<file path="config.mk">
export PLATFORM = sky130hd
export DESIGN_NAME = wsdf_queue
export DESIGN_NICKNAME = d
export VERILOG_FILES = /design/src/hw/rtl/wsdf_pkg.sv /design/src/hw/rtl/wsdf_queue.sv
export VERILOG_INCLUDE_DIRS = /design/src /design/src/hw/rtl
export SDC_FILE = /design/constraint.sdc
export NUM_CORES = 1
export LEC_CHECK = 0
export ABC_AREA = 0
export BUFFER_PORTS_ARGS = -buffer_cell sky130_fd_sc_hd__buf_4
export CAP_MARGIN = 20
export CORE_MARGIN = 1
export CORE_UTILIZATION = 52
export CTS_CLUSTER_SIZE = 10
export DETAILED_ROUTE_END_ITERATION = 10
export GPL_ROUTABILITY_DRIVEN = 0
export PLACE_DENSITY = 0.79
export SLEW_MARGIN = 20
export SYNTH_ARGS = -nofsm -noshare
export SYNTH_HDL_FRONTEND = slang
export SYNTH_SLANG_ARGS = --single-unit
</file>
<file path="constraint.sdc">
create_clock -name clock -period 5.86 [get_ports clock]
set_clock_uncertainty 0.1 [all_clocks]
set_input_delay 0.586 -clock clock [delete_from_list [all_inputs] [get_ports clock]]
set_output_delay 0.586 -clock clock [all_outputs]
set_load 0.02 [all_outputs]
</file>
<file path="src/hw/rtl/websocket_frame_deframer_core_macros.svh">
// Assertion macros used by the deframer queue.
`ifndef WEBSOCKET_FRAME_DEFRAMER_CORE_MACROS_SVH
`define WEBSOCKET_FRAME_DEFRAMER_CORE_MACROS_SVH

// Consequent must hold in the same cycle as the antecedent.
`define WSDF_ASSERT_NOW(label, clk, rst, ante, cons, msg) \
   label: assert property (@(posedge clk) disable iff (rst) (ante) |-> (cons)) \
      else $error(msg);

// Consequent must hold in the cycle after the antecedent.
`define WSDF_ASSERT_NEXT(label, clk, rst, ante, cons, msg) \
   label: assert property (@(posedge clk) disable iff (rst) (ante) |=> (cons)) \
      else $error(msg);

`endif

</file>
<file path="src/hw/rtl/wsdf_pkg.sv">
// Types and constants shared by the WebSocket frame deframer.
package wsdf_pkg;

   localparam int unsigned LEN_WIDTH   = 63;
   localparam int unsigned QUEUE_DEPTH = 2;

   localparam logic [6:0] LEN_CODE_EXT16 = 7'd126;
   localparam logic [6:0] LEN_CODE_EXT64 = 7'd127;

   localparam logic KIND_HEADER  = 1'b0;
   localparam logic KIND_PAYLOAD = 1'b1;

   typedef enum logic [2:0] {
      PH_FIRST,
      PH_SECOND,
      PH_EXT16,
      PH_EXT64,
      PH_KEY,
      PH_PAYLOAD
   } phase_type;

   typedef struct packed {
      logic [7:0] data_byte;
   } wsdf_req_type;

   typedef struct packed {
      logic                 kind;
      logic                 final_fragment;
      logic [3:0]           frame_opcode;
      logic                 masked;
      logic [LEN_WIDTH-1:0] payload_length;
      logic [7:0]           payload_byte;
      logic                 last;
   } wsdf_rsp_type;

   // One classified beat handed from the parser to the output side.
   typedef struct packed {
      logic                 kind;
      logic                 final_fragment;
      logic [3:0]           frame_opcode;
      logic                 masked;
      logic [LEN_WIDTH-1:0] payload_length;
      logic [7:0]           data_byte;
      logic [7:0]           key_byte;
      logic                 last;
   } wsdf_entry_type;

   typedef struct packed {
      logic space;
      logic avail;
   } wsdf_q_status_type;

endpackage

</file>
<file path="src/hw/rtl/wsdf_queue.sv">
// Short FIFO of classified beats between the parser and the output stage.
`include "websocket_frame_deframer_core_macros.svh"

module wsdf_queue import wsdf_pkg::*; #(
   parameter int unsigned Depth = QUEUE_DEPTH
) (
   input  logic              clock,
   input  logic              reset,
   input  logic              push,
   input  wsdf_entry_type    push_entry,
   input  logic              pop,
   output wsdf_entry_type    pop_entry,
   output wsdf_q_status_type q_status
);

   localparam int unsigned PtrWidth = (Depth > 1) ? $clog2(Depth) : 1;
   localparam int unsigned CntWidth = $clog2(Depth + 1);

   wsdf_entry_type        entries_ff [Depth];
   logic [PtrWidth-1:0]   wr_ptr_ff, wr_ptr_in;
   logic [PtrWidth-1:0]   rd_ptr_ff, rd_ptr_in;
   logic [CntWidth-1:0]   count_ff, count_in;

   assign q_status.space = (count_ff < CntWidth'(Depth));
   assign q_status.avail = (count_ff != '0);
   assign pop_entry      = entries_ff[rd_ptr_ff];

   // Advance pointers and occupancy
   always_comb begin
      wr_ptr_in = wr_ptr_ff;
      rd_ptr_in = rd_ptr_ff;
      count_in  = count_ff;
      if (push) begin
         wr_ptr_in = (wr_ptr_ff == PtrWidth'(Depth - 1)) ? '0 : wr_ptr_ff + PtrWidth'(1);
      end
      if (pop) begin
         rd_ptr_in = (rd_ptr_ff == PtrWidth'(Depth - 1)) ? '0 : rd_ptr_ff + PtrWidth'(1);
      end
      if (push && !pop) begin
         count_in = count_ff + CntWidth'(1);
      end else if (pop && !push) begin
         count_in = count_ff - CntWidth'(1);
      end
   end

   always_ff @(posedge clock) begin
      if (reset) begin
         wr_ptr_ff <= '0;
         rd_ptr_ff <= '0;
         count_ff  <= '0;
      end else begin
         wr_ptr_ff <= wr_ptr_in;
         rd_ptr_ff <= rd_ptr_in;
         count_ff  <= count_in;
      end
   end

   // Store the pushed beat
   always_ff @(posedge clock) begin
      if (push) begin
         entries_ff[wr_ptr_ff] <= push_entry;
      end
   end

   `WSDF_ASSERT_NOW(a_no_push_full, clock, reset, push, q_status.space, "push into full queue")
   `WSDF_ASSERT_NOW(a_no_pop_empty, clock, reset, pop, q_status.avail, "pop from empty queue")
   `WSDF_ASSERT_NEXT(a_push_fills, clock, reset, push && !pop, count_ff != '0, "push lost")

endmodule

</file>
# Word-level counts from Yosys, hierarchy flattened
# Memories as Yosys holds them, arrays and structs flattened. A register that Yosys moved wholly into a read port is not among the register bits.
# Index checks and enable logic that the tools add are counted.
[word_totals]
regBits = 4
latchBits = 0
mem_bits_rw = 174
rom_bits = 0
input_bits = 91
out_inout_bits = 89
elab_cells = 23
memories = 1
[classes]
n_addsub = 4
n_mul = 0
div = 0
magnitude_cmp = 1
eq_ne = 0
shifts = 0
n_mux = 8
n_bitwise = 0
reduce_logical = 6
[memory_table]
columns = ["memory", "depth", "word_bits", "read_ports", "rd_clocked_by_memory_dff", "write_ports", "line_no", "source"]
rows = [
  ["entries_ff", 2, 87, 1, 1, 1, "wsdf_queue.sv:19", "wsdf_entry_type entries_ff [Depth];"],
]
[ops]
columns = ["operator", "n"]
rows = [
  ["1-bit two-way mux", 6],
  ["2-bit two-way mux", 2],
  ["2-bit nonzero test", 2],
  ["1-bit adder, second input constant", 2],
  ["2-bit by 1-bit adder with 2-bit output, second input constant", 1],
  ["1-bit logical AND", 2],
  ["1-bit logical NOT", 2],
  ["2-bit < comparator, second input constant", 1],
  ["2-bit by 1-bit subtractor with 2-bit output, second input constant", 1],
]

# Longest topological paths before layout
[depth]
depth_word = 4
mapped_depth = 5
depth_no_buf = 5

# Worst setup path before layout
# OpenSTA, ideal clock, no wires.
[synth_timing]
path_type = "input to register"
start = "input port push"
end = "memory entries_ff[0][0] (netlist name) (enable)"
setup_ns = 0.544
t_arrival_ns = 4.383
required_time_ns = 5.216
setup_slack_ns = 0.834
cell_stages = 1
n_path_buf = 0
cell_sequence = "nor2b_1"
[synth_between]
elab_chain_len = 2
[synth_rtl]
columns = ["item", "line_no", "source"]
rows = [
  ["start, declared", "wsdf_queue.sv:9", "input logic push,"],
  ["1-bit two-way mux", "wsdf_queue.sv:60", "if (push) begin"],
  ["1-bit two-way mux (not written as such)", "wsdf_queue.sv:61", "entries_ff[wr_ptr_ff] <= push_entry;"],
  ["end, declared", "wsdf_queue.sv:19", ""],
]
# Every way passes these cells.

==> results.py <==
metrics = {
    "outcome": {
        "status": "finished, final reports clean",
    },
    "detailed_routing": {
        "ant_nets": 0,
        "dr.pass1.iters": 4,
        "totalWireLength_mm": 11.5,
        "highest-signal-layer": "met4",
        "drt_iter0_markers": 150,
        "met1_length_mm": 4.26,
        "wl_met3_mm": 1.10,
        "avgRoutedWirePerCell_um": 17.3,
        "post-route-drc-count": 0,
        "wl_met2_mm": 6.00,
        "vias_per_cell": 5.02,
        "route.vias.total": 3337,
    },
    "layout": {
        "syn2layout_area_growth_pct": 32.2,
        "num_antenna_cells": 0,
        "stdcell_count": 665,
        "layout_commonest_cell": "buf_4",
        "nets": 576,
        "drive_gt1_frac": 0.608,
        "final_cell_mix": "182 x buf_4, 174 x edfxtp_1, 57 x mux2_2",
    },
    "sta": {
        "rsz0062_at_grt": "false",
        "slew_viol_final": 0,
        "fin_crit_ns": 3.13,
        "max_freq_mhz": 320,
        "worst_pin_slew_ns": 0.809,
        "finalSetupViolCount": 0,
        "final-hold-violation-count": 0,
        "slew_headroom": 0.459,
        "tns_ns": 0,
        "period_share": 0.534,
    },
    "synth": {
        "syn_nets": 385,
        "yosysTopAreaCell": "edfxtp_1",
        "ys_types": 17,
        "synth_seq_cells": 179,
        "synth.cell_area_um2": 6600,
        "syn_area_per_cell_um2": 22.5,
        "synth.area.top_cells": "edfxtp_1 79%, mux2_2 9.7%, mux2_4 6.8%, dfxtp_1 1.5%, buf_6 0.85%",
        "syn_inst": 293,
        "yosysSeqAreaShare": 0.806,
        "synth.top_cell.area_share": 0.791,
        "yosys_warnings": 0,
    },
    "clocking": {
        "holdBufCountCts": 0,
        "clockBufferDepth": 2,
        "clock_latency_ns": 0.42,
        "post_cts_buffers": 0,
        "cts_root_buf": "clkbuf_16",
        "cts_resized": 0,
        "numCtsBuffers": 17,
        "cts_tree": "yes",
        "cts_num_sinks": 179,
        "htreeDepth": 4,
        "clk_pin_slew_ns": 0.06,
    },
    "worst_hold_path": {
        "min_path_type": "in -> reg",
    },
    "grt": {
        "grt_start_max_net_pins": 63,
        "grt_use_total": 0.185,
        "antenna_found_initial": 0,
        "grt_overflow": 0,
        "grt_pass1_vias": 3515,
        "grt_pass1_wl_mm": 17.4,
    },
    "floorplan": {
        "ioPinCount": 180,
        "fp.coreArea_um2": 12200,
        "initial_core_util": 0.541,
        "die_area_um2": 13200,
        "die_h_um": 115,
        "dieWidth_um": 115,
        "rows": 40,
    },
    "place": {
        "io_buffers": 179,
        "dp_hpwl_mm": 7.52,
        "dp.cells": 633,
    },
    "power": {
        "vdd_drop_max_mv": 0.250,
        "p_per_area_nw_per_um2": 355,
        "p_leak_nw": 3.34,
    },
    "setup_path": {
        "rrSetupSlack_ns": 3.56,
        "crit_path_max_fanout": 48,
        "critPathLaunchType": "register",
        "endpoint_kind": "output port",
        "crit_arrival_ns": 2.44,
        "cp.required_ns": 5.17,
        "crit_type": "reg -> out",
    },
    "flow_run": {
        "drv_cap": 0,
    },
}
-- kinds of logic after synthesis --
kind of cell	count (synthesis)	share of synthesized area
flip-flops	179	0.806
AND/OR/NAND/NOR	8	0.00606
adder cells (fa/ha/maj)	1	0.00189
XOR/XNOR	4	0.00531
AO/OA/AOI/OAI	2	0.00151
multiplexers	87	0.165
buffers and inverters	12	0.0135
-- critical path, cell delays in order, from the launching register on --
cell and delay, ns:
dfxtp_4 0.78, buf_4 0.65, mux2_2 0.42, buf_4 0.16
-- synth_stat cells --
library cell,instances
edfxtp_1,174
mux2_2,57
mux2_4,30
buf_2,5
buf_6,5
dfxtp_1,5
nor2_1,4
inv_1,2
xnor2_1,2
xor2_1,2
a21oi_1,1
and2_1,1
ha_1,1
nor2b_1,1
o21ai_0,1
or2_2,1
or3_1,1
-- power breakdown --
group | switching [mW] | internal (mW) | leakage, nW
clock | 0.445 | 0.713 | 0.295
combinational | 0.207 | 0.208 | 1.37
sequential | 0.0329 | 1.49 | 1.68
total | 0.685 | 2.42 | 3.34
-- through the flow --
stage,cell area (um2),power [mW],setup slack (ns),utilization,hold WS [ns]
after floorplan,6600,1.79,0.834,-,0.360
after global placement,8110,1.96,3.16,0.664,0.380
after detailed placement,8110,1.97,3.13,0.664,0.398
after CTS,8730,3.13,2.67,0.715,0.229
after global routing,8730,3.20,2.59,0.715,0.228
final,8730,3.10,2.73,0.715,0.250
-- path summary, 6_finish.rpt --
path,cells after the start,from,end
min reg2reg,2,count_ff[1],count_ff[1]
min,1,push_entry[23],entries_ff[0][23]
max,3,register,pop_entry[16]
max reg2reg,2,wr_ptr_ff,entries_ff[0][75]
-- area by class of cell --
class / count / area, um2
tap: 168 / 210
inverter: 2 / 7.51
fill: 789 / 3480
clock buffer: 19 / 433
multi-input combinational: 102 / 1200
clock inverter: 13 / 184
sequential: 179 / 5330
timing repair buffer: 182 / 1370
-- sequential cells by signal (all words and copies together) (netlist names), named ones only --
| name | cells |
|---|---|
| entries_ff | 174 |
| wr_ptr_ff | 1 |
| rd_ptr_ff | 1 |
| count_ff | 2 |
-- per-layer routing --
layer / global-route usage / vias up
li1: - / 1542
met1: 0.196 / 1642
met2: 0.316 / 136
met3: 0.0852 / 17
met4: 0.0797 / 0
met5: 0 / -
No activity file was read; power rests on OpenSTA's default activity.
